==> src/rtl/dto_pkg.sv <==
// Shared types and constants for the device table with oldest-entry eviction.
// Used by dto_ctrl, dto_dpath and device_table_oldest_eviction_core.
package dto_pkg;

  localparam logic [31:0] DEFAULT_TIMEOUT_MS = 32'd30000;

  // register index, taken from byte address bit 2
  localparam logic REG_ONLINE_TIMEOUT = 1'b0;

  typedef enum logic [1:0] {
    CMD_TOUCH  = 2'd0,
    CMD_LOOKUP = 2'd1,
    CMD_CLEAR  = 2'd2
  } cmd_e;

  localparam logic [1:0] STAT_OK        = 2'd0;
  localparam logic [1:0] STAT_NOT_FOUND = 2'd1;
  localparam logic [1:0] STAT_EMPTY_KEY = 2'd2;

  typedef enum logic [2:0] {
    S_IDLE,
    S_SCAN,
    S_DRAIN,
    S_UPDATE,
    S_FINISH
  } state_e;

  typedef struct packed {
    logic [1:0]  command;
    logic [63:0] device_key;
    logic [47:0] now_ms;
  } in_word_t;

  typedef struct packed {
    logic [1:0]  status;
    logic [3:0]  slot_index;
    logic        was_present;
    logic        evicted;
    logic        online;
    logic [47:0] last_seen;
    logic [4:0]  occupied_count;
  } out_word_t;

  // controller -> datapath
  typedef struct packed {
    logic capture;
    logic scan_rd;
    logic update;
    logic finish;
  } ctrl_cmd_t;

  // datapath -> controller
  typedef struct packed {
    logic needs_scan;
    logic scan_last;
    logic out_free;
  } dp_stat_t;

endpackage

==> src/rtl/dto_ctrl.sv <==
// Sequencer for the device table: accept, scan, drain, update, finish.
// Depends on dto_pkg for the state, command and status types.
module dto_ctrl (
  input  logic                clk,
  input  logic                rst_n,
  input  logic                in_valid,
  output logic                in_stall,
  input  dto_pkg::dp_stat_t   stat,
  output dto_pkg::ctrl_cmd_t  cmd
);

  dto_pkg::state_e state_r, state_nxt;

  always_ff @(posedge clk) begin
    if (!rst_n) begin
      state_r <= dto_pkg::S_IDLE;
    end else begin
      state_r <= state_nxt;
    end
  end

  always_comb begin
    state_nxt = state_r;
    cmd       = '0;
    in_stall  = 1'b1;
    unique case (state_r)
      dto_pkg::S_IDLE: begin
        in_stall = 1'b0;
        if (in_valid) begin
          cmd.capture = 1'b1;
          state_nxt   = stat.needs_scan ? dto_pkg::S_SCAN : dto_pkg::S_UPDATE;
        end
      end
      dto_pkg::S_SCAN: begin
        cmd.scan_rd = 1'b1;
        if (stat.scan_last) begin
          state_nxt = dto_pkg::S_DRAIN;
        end
      end
      // last read word is compared here
      dto_pkg::S_DRAIN: begin
        state_nxt = dto_pkg::S_UPDATE;
      end
      dto_pkg::S_UPDATE: begin
        cmd.update = 1'b1;
        state_nxt  = dto_pkg::S_FINISH;
      end
      dto_pkg::S_FINISH: begin
        if (stat.out_free) begin
          cmd.finish = 1'b1;
          state_nxt  = dto_pkg::S_IDLE;
        end
      end
      default: begin
        state_nxt = dto_pkg::S_IDLE;
      end
    endcase
  end

endmodule

==> src/rtl/dto_dpath.sv <==
// Datapath of the device table: key/time memories, valid bits, scan compare,
// slot selection, online check and the output register. Depends on dto_pkg.
module dto_dpath #(
  parameter int MAX_SLOTS = 16,
  parameter int KEY_BYTES = 8
) (
  input  logic                clk,
  input  logic                rst_n,
  input  dto_pkg::in_word_t   in_data,
  input  logic [31:0]         timeout_lim,
  input  dto_pkg::ctrl_cmd_t  cmd,
  output dto_pkg::dp_stat_t   stat,
  output logic                out_valid,
  input  logic                out_stall,
  output dto_pkg::out_word_t  out_data
);

  localparam int SW = $clog2(MAX_SLOTS);
  localparam int CW = $clog2(MAX_SLOTS + 1);
  localparam int KW = 8 * KEY_BYTES;
  localparam logic [SW-1:0] LAST_SLOT = SW'(MAX_SLOTS - 1);

  logic [KW-1:0] key_mem [MAX_SLOTS];
  logic [47:0]   time_mem [MAX_SLOTS];

  logic [MAX_SLOTS-1:0] valid_r;
  logic [CW-1:0]        cnt_r;

  logic [1:0]    cmd_r;
  logic [KW-1:0] key_r;
  logic [47:0]   now_r;
  logic          scanned_r;

  logic [SW-1:0] addr_r, rd_idx_r;
  logic          rd_vld_r;
  logic [KW-1:0] key_q;
  logic [47:0]   time_q;

  logic          hit_r, free_found_r, old_found_r;
  logic [SW-1:0] hit_idx_r, free_idx_r, old_idx_r;
  logic [47:0]   hit_time_r, old_time_r;

  logic [SW-1:0] sel_r, sel;
  logic          evict_r;
  logic [47:0]   diff_r;
  logic          le_r, tnz_r;

  logic          out_valid_r;
  dto_pkg::out_word_t out_r, out_nxt;

  logic          is_touch, is_lookup, rd_slot_valid, in_key_nz;
  logic [31:0]   timeout_eff;
  logic [SW+3:0] idx_ext;
  logic [CW+4:0] cnt_ext;
  logic [SW-1:0] idx_pick;

  assign is_touch  = (cmd_r == dto_pkg::CMD_TOUCH);
  assign is_lookup = (cmd_r == dto_pkg::CMD_LOOKUP);
  assign in_key_nz = (in_data.device_key[KW-1:0] != '0);

  assign stat.needs_scan = ((in_data.command == dto_pkg::CMD_TOUCH) ||
                            (in_data.command == dto_pkg::CMD_LOOKUP)) && in_key_nz;
  assign stat.scan_last  = (addr_r == LAST_SLOT);
  assign stat.out_free   = !out_valid_r || !out_stall;

  assign rd_slot_valid = valid_r[rd_idx_r];
  assign sel = hit_r ? hit_idx_r : (free_found_r ? free_idx_r : old_idx_r);
  assign timeout_eff = (timeout_lim == '0) ? dto_pkg::DEFAULT_TIMEOUT_MS : timeout_lim;

  // memory ports: one registered read for the scan, one write in update
  always_ff @(posedge clk) begin
    if (cmd.scan_rd) begin
      key_q  <= key_mem[addr_r];
      time_q <= time_mem[addr_r];
    end
    if (cmd.update && scanned_r && is_touch) begin
      time_mem[sel] <= now_r;
      if (!hit_r) begin
        key_mem[sel] <= key_r;
      end
    end
  end

  // control state
  always_ff @(posedge clk) begin
    if (!rst_n) begin
      valid_r     <= '0;
      cnt_r       <= '0;
      rd_vld_r    <= 1'b0;
      out_valid_r <= 1'b0;
    end else begin
      rd_vld_r <= cmd.scan_rd;
      if (cmd.update) begin
        if (cmd_r == dto_pkg::CMD_CLEAR) begin
          valid_r <= '0;
          cnt_r   <= '0;
        end else if (scanned_r && is_touch && !hit_r) begin
          valid_r[sel] <= 1'b1;
          if (free_found_r) begin
            cnt_r <= CW'(cnt_r + 1'b1);
          end
        end
      end
      if (cmd.finish) begin
        out_valid_r <= 1'b1;
      end else if (out_valid_r && !out_stall) begin
        out_valid_r <= 1'b0;
      end
    end
  end

  // capture, scan compare and update payload
  always_ff @(posedge clk) begin
    if (cmd.capture) begin
      cmd_r        <= in_data.command;
      key_r        <= in_data.device_key[KW-1:0];
      now_r        <= in_data.now_ms;
      scanned_r    <= stat.needs_scan;
      addr_r       <= '0;
      hit_r        <= 1'b0;
      free_found_r <= 1'b0;
      old_found_r  <= 1'b0;
    end else begin
      if (cmd.scan_rd) begin
        rd_idx_r <= addr_r;
        addr_r   <= SW'(addr_r + 1'b1);
      end
      if (rd_vld_r) begin
        // first matching valid slot
        if (rd_slot_valid && (key_q == key_r) && !hit_r) begin
          hit_r      <= 1'b1;
          hit_idx_r  <= rd_idx_r;
          hit_time_r <= time_q;
        end
        // first free slot
        if (!rd_slot_valid && !free_found_r) begin
          free_found_r <= 1'b1;
          free_idx_r   <= rd_idx_r;
        end
        // oldest valid slot, strict compare keeps the lowest index on ties
        if (rd_slot_valid && (!old_found_r || (time_q < old_time_r))) begin
          old_found_r <= 1'b1;
          old_idx_r   <= rd_idx_r;
          old_time_r  <= time_q;
        end
      end
    end
    if (cmd.update) begin
      sel_r   <= sel;
      evict_r <= !hit_r && !free_found_r;
      diff_r  <= now_r - hit_time_r;
      le_r    <= (now_r <= hit_time_r);
      tnz_r   <= (hit_time_r != '0);
    end
    if (cmd.finish) begin
      out_r <= out_nxt;
    end
  end

  // result word
  always_comb begin
    out_nxt  = '0;
    idx_pick = '0;
    if (scanned_r) begin
      if (is_touch) begin
        idx_pick            = sel_r;
        out_nxt.was_present = hit_r;
        out_nxt.evicted     = evict_r;
        out_nxt.last_seen   = now_r;
      end else if (hit_r) begin
        idx_pick            = hit_idx_r;
        out_nxt.was_present = 1'b1;
        out_nxt.last_seen   = hit_time_r;
        out_nxt.online      = tnz_r && (le_r || (diff_r <= {16'd0, timeout_eff}));
      end else begin
        out_nxt.status = dto_pkg::STAT_NOT_FOUND;
      end
    end else if (is_touch || is_lookup) begin
      out_nxt.status = dto_pkg::STAT_EMPTY_KEY;
    end
    idx_ext                = {4'd0, idx_pick};
    cnt_ext                = {5'd0, cnt_r};
    out_nxt.slot_index     = idx_ext[3:0];
    out_nxt.occupied_count = cnt_ext[4:0];
  end

  assign out_valid = out_valid_r;
  assign out_data  = out_r;

endmodule

==> src/rtl/device_table_oldest_eviction_core.sv <==
// Top level of the device table with oldest-entry eviction.
// Holds the timeout register and joins dto_ctrl and dto_dpath; uses dto_pkg.
//
// Usage:
//   Input channel in_valid/in_stall/in_data carries a command word (touch,
//   lookup or clear), a packed device key and the current time. The output
//   channel out_valid/out_stall/out_data returns exactly one result word per
//   command. The APB port sets online_timeout_ms at byte address 0 (0 acts
//   as 30000); pready is always high and reads return the register.
// Sequence:
//   Touch and lookup with a nonzero key scan all MAX_SLOTS entries through
//   one registered memory read port, one slot per cycle, then pass through
//   drain, update and finish; the next word is taken only back in idle.
//   Clear, empty-key and unused commands skip the scan and drain states.
// Reset:
//   Synchronous active-low rst_n empties the table (valid bits cleared),
//   drops any pending result and loads the timeout default of 30000.
// Backpressure:
//   A finished result holds in the output register while out_stall is high;
//   the block still accepts and scans the next word, then waits to deliver.
module device_table_oldest_eviction_core #(
  parameter int MAX_SLOTS = 16,
  parameter int KEY_BYTES = 8
) (
  input  logic                clk,
  input  logic                rst_n,
  input  logic                in_valid,
  output logic                in_stall,
  input  dto_pkg::in_word_t   in_data,
  output logic                out_valid,
  input  logic                out_stall,
  output dto_pkg::out_word_t  out_data,
  input  logic                psel,
  input  logic                penable,
  input  logic                pwrite,
  input  logic [2:0]          paddr,
  input  logic [31:0]         pwdata,
  output logic [31:0]         prdata,
  output logic                pready
);

  logic [31:0] timeout_r;
  dto_pkg::ctrl_cmd_t cmd;
  dto_pkg::dp_stat_t  stat;

  assign pready = 1'b1;
  assign prdata = (paddr[2] == dto_pkg::REG_ONLINE_TIMEOUT) ? timeout_r : 32'd0;

  always_ff @(posedge clk) begin
    if (!rst_n) begin
      timeout_r <= dto_pkg::DEFAULT_TIMEOUT_MS;
    end else if (psel && penable && pwrite && pready &&
                 (paddr[2] == dto_pkg::REG_ONLINE_TIMEOUT)) begin
      timeout_r <= pwdata;
    end
  end

  dto_ctrl u_ctrl (
    .clk      (clk),
    .rst_n    (rst_n),
    .in_valid (in_valid),
    .in_stall (in_stall),
    .stat     (stat),
    .cmd      (cmd)
  );

  dto_dpath #(
    .MAX_SLOTS (MAX_SLOTS),
    .KEY_BYTES (KEY_BYTES)
  ) u_dpath (
    .clk         (clk),
    .rst_n       (rst_n),
    .in_data     (in_data),
    .timeout_lim (timeout_r),
    .cmd         (cmd),
    .stat        (stat),
    .out_valid   (out_valid),
    .out_stall   (out_stall),
    .out_data    (out_data)
  );

`ifndef SYNTHESIS
  // one word at a time: an accepted word blocks the next cycle
  a_accept_blocks: assert property (@(posedge clk) disable iff (!rst_n)
    (in_valid && !in_stall) |=> in_stall)
    else $error("input taken while a word is in flight");

  // eviction only happens with a full table
  a_evict_full: assert property (@(posedge clk) disable iff (!rst_n)
    (out_valid && out_data.evicted) |-> (out_data.occupied_count == 5'(MAX_SLOTS)))
    else $error("eviction reported with free slots");

  // online implies a successful lookup
  a_online_found: assert property (@(posedge clk) disable iff (!rst_n)
    (out_valid && out_data.online) |->
      (out_data.was_present && (out_data.status == dto_pkg::STAT_OK)))
    else $error("online reported for a missing device");
`endif

endmodule
==> config.mk <==
export PLATFORM = sky130hd
export DESIGN_NAME = device_table_oldest_eviction_core
export DESIGN_NICKNAME = d
export VERILOG_FILES = /design/src/rtl/dto_pkg.sv /design/src/rtl/dto_ctrl.sv /design/src/rtl/dto_dpath.sv /design/src/rtl/device_table_oldest_eviction_core.sv
export SDC_FILE = /design/constraint.sdc
export NUM_CORES = 2
export LEC_CHECK = 0
export ABC_AREA = 1
export BUFFER_PORTS_ARGS = -buffer_cell sky130_fd_sc_hd__buf_2
export CAP_MARGIN = 20
export CORE_ASPECT_RATIO = 0.5
export CORE_MARGIN = 1.5
export CORE_UTILIZATION = 30
export DETAILED_ROUTE_END_ITERATION = 7
export PLACE_DENSITY = 0.54
export SLEW_MARGIN = 20
export SYNTH_ARGS = -nofsm -noshare
export SYNTH_HDL_FRONTEND = slang
export SYNTH_HIERARCHICAL = 1
export SYNTH_SLANG_ARGS = --single-unit
==> constraint.sdc <==
create_clock -name clk -period 11.2 [get_ports clk]
set_input_delay 0.56 -clock clk [delete_from_list [all_inputs] [get_ports clk]]
set_output_delay 0.56 -clock clk [all_outputs]
set_load 0.01 [all_outputs]
# Yosys cells after proc, flatten, opt, wreduce, memory -nomap -nowiden

Memory sizes are Yosys's and may differ from the RTL's. A register that Yosys moved wholly into a read port is not among the register bits.
Index checks and enable logic that the tools add are counted.

Muxes and demuxes: 42
Shift-type cells: 0
Divide/modulo/power cells: 0
Magnitude comparators: 6
Add/subtract/negate cells: 3
Reduce and logical (&&, ||, !) cells: 48
Bitwise logic cells: 5
Multipliers: 0
Equality and inequality tests: 12

Operator list:

| operator             | count |
|---|---|
| $mux W48             | 2 |
| $eq A64 B64 Y1       | 1 |
| $mux W32             | 2 |
| $reduce_bool A64 Y1  | 1 |
| $le A48 B32 Y1       | 1 |
| $le A48 B48 Y1       | 1 |
| $lt A48 B48 Y1       | 1 |
| $reduce_bool A48 Y1  | 1 |
| $sub A48 B48 Y48     | 1 |
| $logic_not A32 Y1    | 1 |
| $mux W16             | 2 |
| $mux W1              | 19 |
| $logic_and A1 B1 Y1  | 16 |
| $mux W4              | 4 |
| $or A16 B16 Y16      | 1 |
| $mux W5              | 3 |
| $pmux W3 S5          | 1 |
| $reduce_and A3 Y1    | 5 |
| $reduce_and A2 Y1    | 6 |
| $lt A4 B5 Y1 const B | 2 |
| $mux W3              | 3 |
| $mux W2              | 4 |
| $eq A3 B2 Y1 const B | 2 |
| $logic_not A1 Y1     | 6 |
| 17 further kinds     | 30 |

Logic and storage cells: 150
Memory bits (read-only): 0
RAM bits: 1792
Memories kept: 2
Latch bits: 0
Flip-flop bits (word level): 409
Bits of input ports: 156

Memory list:

| name             | words | bits a word | rd ports | clocked after Yosys merged registers in | wr ports | RTL line        | source |
|---|---|---|---|---|---|---|---|
| u_dpath.key_mem  | 16    | 64          | 1        | 1                                       | 1        | dto_dpath.sv:23 | `logic [KW-1:0] key_mem [MAX_SLOTS];` |
| u_dpath.time_mem | 16    | 48          | 1        | 1                                       | 1        | dto_dpath.sv:24 | `logic [47:0] time_mem [MAX_SLOTS];` |

# Longest topological paths before layout

Depth after elaboration: 9
Gate-level depth with buffers: 16

# By module

The synthesis kept the hierarchy.

By module, submodules not included:

| module                            | seq. area each (µm²) | area an instance (µm²) | instances | cells an instance |
|---|---|---|---|---|
| dto_dpath                         | 68105.3              | 92667.6                | 1         | 6924 |
| device_table_oldest_eviction_core | 640.6                | 1631.6                 | 1         | 266 |
| dto_ctrl                          | 60.1                 | 185.2                  | 1         | 31 |

# Worst setup path before layout

Ideal clock, no wire load.

Path kind: register -> register
Start: register u_ctrl.state_r[0]
End: register u_dpath.rd_idx_r[0] (enable)
Cell stages (with the launch flop): 5
Arrival: 9.767 ns
Required time: 10.832 ns
Slack: 1.065 ns
Path through: dfxtp_1 inv_1 nor3_1 inv_1 nor2_1

RTL lines:

| what                   | RTL line         | source |
|---|---|---|
| from (decl)            | dto_ctrl.sv:12   | `dto_pkg::state_e state_r, state_nxt;` |
| from (signal assigned) | dto_ctrl.sv:16   | `state_r <= dto_pkg::S_IDLE;` |
| from (signal assigned) | dto_ctrl.sv:18   | `state_r <= state_nxt;` |
| to (signal assigned)   | dto_dpath.sv:125 | `rd_idx_r <= addr_r;` |
| to (decl)              | dto_dpath.sv:34  | `logic [SW-1:0] addr_r, rd_idx_r;` |

# Final worst setup path

Start: register u_dpath.cmd_r[1]
End: memory u_dpath.time_mem[11][5] (enable)

Word-level cells in the longest chain between the ends: 4

RTL lines:

| what                          | RTL line         | source |
|---|---|---|
| from (decl)                   | dto_dpath.sv:29  | `logic [1:0] cmd_r;` |
| from (signal assigned)        | dto_dpath.sv:115 | `cmd_r <= in_data.command;` |
| $logic_not A2 Y1              | dto_dpath.sv:57  | `assign is_touch = (cmd_r == dto_pkg::CMD_TOUCH);` |
| $logic_and A1 B1 Y1           | dto_dpath.sv:76  | `if (cmd.update && scanned_r && is_touch) begin` |
| $mux W1                       | dto_dpath.sv:76  |  |
| $mux W1 (implied by the code) | dto_dpath.sv:77  | `time_mem[sel] <= now_r;` |
| to (decl)                     | dto_dpath.sv:24  |  |

Every way passes these cells.

==> results.md <==
- CTS Buffer Depth: 4
- CP startpoint: u_dpath/cmd_r[1]
- Maximum Capacitance Violations: 0
- Min setup slack post-route: 6.376 ns
- Largest net degree at the start of global routing: 205
- Post-CTS Resized: 0
- Pre-CTS setup slack: 6.754 ns
- FILL cells: 30,360
- GRT Overall Usage: 0.1616
- Worst setup SP type: flop
- # DRC: 0
- Multiplexer share of the synthesized area: 0.01896
- Synth Area in Compound Gates: 0.08416
- Hold_ws: 0.06718 ns
- Worst Hold Class: input port to flop
- Synth Area in Simple Gates: 0.1080
- Tot Pwr: 0.02335 W
- Syn_nets: 7,507
- Num CTS Buffers: 222
- Combinational family with the most area after synthesis: simple AND/OR/NAND/NOR gates
- Port bufs: 249
- CP endpoint kind: flop
- CTS tree: done
- R2R setup slack: 6.38 ns
- Gr busiest metal: met2
- Crit Path Class: flop to flop
- Synth-to-layout area growth: 14.76%
- Outcome: finished clean
- Initial DRC count: 5,350
- Final Max Slew Viols: 0
- Layout cells sized above 1: 0.09728
- Hold-fix buffers, CTS: 122
- Number of routed nets with antenna violations: 0
- Most used cell, CP: nor2_4
- Final nets: 7,845
- # Post-CTS Setup Buffers: 0
- CP cell instances: nor2_4, buf_4, nand2_2, nor2_4, clkinv_2, nor2_4, buf_4
- Share of the synthesized area in the top cell type: 0.7145
- Area of the multi-input gates: 22,530 µm²
- Die Width: 796.7 µm
- Worst R2R End: u_dpath/time_mem[11][5]
- Tmin final: 4.824 ns
- Worst clock skew: 0.1229 ns
- Global-route met3 utilization: 0.01924
- Initial core utilization: 0.3021
- CP endpoint: u_dpath/time_mem[11][5]
- Most common cell after layout, fill and taps aside: edfxtp_1
- Final Hold Fails: 0
- Mapped Area: 94,480 µm²
- GR Overflow Total: 0
- Initial antenna violation count: 5
- 1st-pass router iterations: 6
- RePlAce Congestion: 0.9319
- H-tree depth: 4
- Period utilisation layout: 0.4307
- Die area: 318,500 µm²
- Synth Area in XOR/XNOR: 0.007138
- Most frequent cells in the layout: edfxtp_1 (2,248), nor2_1 (1,287), nand2_1 (711), o21ai_0 (557), inv_1 (401)
- Vias in the first global route: 56,460
- Mapped Cells: 7,221
- Setup tns final: 0 ns
- Synth Area per Inst: 13.08 µm²
- Top area cells in the synthesized netlist: edfxtp_1 (71%), nor2_1 (5.2%), o21ai_0 (3.0%)
- Root buffer cell: clkbuf_16
- CP required: 11.61 ns
- Later-pin clock latency in the skew report: 0.90 ns
- Avg Vias per Cell: 4.930
- CTS Sinks: 2,313
- Core Util, Final: 0.3467
- Power Dens Cells: 215.4 nW/µm²
- Clk slew on worst S/H paths: 0.07 ns
- Worst Tran Pin Value: 1.100 ns
- RR Startpoint: u_dpath/cmd_r[1]
- Crit-path max FO: 53
- Fmax: 207.3 MHz
- CP max stage delay: 1.14 ns
- VDD IR max: 0.1576 mV
- Total wire length: 266.5 mm
- Slew headroom: 0.2650
- Highest-delay cell along the critical path: nor2_4
- Critical Path AT: 5.23 ns
- FP Rows: 145
- FF+latch area: 68,820 µm²
- Vias after detailed routing: 58,770
- Post-synthesis sequential area ratio: 0.7282
- First-pass GRT wire length: 384.1 mm
- Synth Area in Adders: 0.01729
- Met2 Use GR: 0.2771
- M1 GR Usage: 0.2143
- Leak: 36.31 nW
- Count of cell types in the netlist: 52
- Largest area contributor in the netlist: edfxtp_1
- Top Ports: 253
- RSZ-0062 raised after global routing: false
- Core box area: 312,800 µm²
- Synth Register Bits: 2,313
- Number of cells on the worst reg-to-reg path: 7
- Synth warn: 6
- Die height: 399.8 µm
- Wire per inst: 22.36 µm
- Count of final setup violators: 0
- Final HPWL DP: 149.4 mm
## metrics by stage
stage                     cells  instance area [µm²]
after floorplan            7221                94480
after global placement    11400               100400
after detailed placement  11400               100400
after CTS                 11920               108400
after global routing      11920               108400
final                     11920               108400
## worst min path at each step
stage                        start                   to  slack (ns)  cells after the start
2_1_floorplan    u_dpath/addr_r[2]  u_dpath/rd_idx_r[2]        0.40                      0
3_3_place_gp   u_dpath/valid_r[10]  u_dpath/valid_r[10]        0.44                      2
3_5_place_dp   u_dpath/valid_r[10]  u_dpath/valid_r[10]        0.45                      2
4_1_cts                 pwdata[29]        timeout_r[29]        0.01                      5
5_1_grt                 pwdata[29]        timeout_r[29]        0.06                      5
6_report                pwdata[29]        timeout_r[29]        0.07                      5
## sequential cells by signal, summed over array words and instances, names as in the netlist, 5 cells and up
name and count:
u_dpath/out_data 62, timeout_r 32, u_dpath/key_q 64, u_dpath/time_q 48, u_dpath/diff_r 48, u_dpath/valid_r 16, u_dpath/cnt_r 5, u_dpath/time_mem 768
u_dpath/key_r 64, u_dpath/now_r 48, u_dpath/old_time_r 48, u_dpath/hit_time_r 48, u_dpath/key_mem 1024
## worst max-delay path, delay by kind of cell, from the launching register on
kind | cells | cell delay [ns]
flip-flops | 1 | 0.44
buffers and inverters | 3 | 1.93
AND/OR/NAND/NOR | 4 | 1.91
## layer usage
metal / share of wire / up-vias
met4: 0.033 / 0
met3: 0.048 / 381
met1: 0.43 / 29680
met5: 0 / -
met2: 0.49 / 1583
li1: - / 27120
## kinds of logic after synthesis
| family | Yosys count |
|---|---|
| AOI/OAI and AO/OA | 1210 |
| xor gates and xnor gates | 77 |
| adders and majority gates | 130 |
| buffers and inverters | 805 |
| DFF | 2313 |
| muxes | 179 |
| other | 1 |
| and+or+nand+nor | 2506 |
## Yosys cell counts, drive strengths merged
library cell / count
a21boi: 1
o21a: 9
mux2i: 179
nand2b: 4
o32ai: 269
xor2: 51
nand2: 717
dfxtp: 65
nor4: 24
nand4: 44
nor2b: 2
clkinv: 1
a32o: 1
and2: 1
nor3: 42
o21ai: 565
a21oi: 121
or2: 10
xnor2: 26
nand3b: 5
ha: 129
nand3: 341
nor3b: 1
nor2: 1315
a21o: 3
clkbuf: 196
o21bai: 10
o211ai: 47
buf: 183
inv: 425
o22ai: 2
a31oi: 3
o221ai: 179
edfxtp: 2248
fa: 1
conb: 1
## power by group
group	total [W]	internal, W	switching, W
Clock	0.00721	0.00402	0.00320
Sequential	0.0111	0.0105	0.000679
Combinational	0.00499	0.00155	0.00344
## layout make-up
type / instances / share of cell area
flip-flops and latches: 2313 / 0.6347
multi-input cells: 4103 / 0.2078
clock buffers: 268 / 0.05342
well taps: 4189 / 0.04834
repair buffers: 493 / 0.03166
inverters: 426 / 0.01502
clock inverters: 127 / 0.009081
diodes: 1 / 0.00002308
No activity file was read; power rests on OpenSTA's default activity.
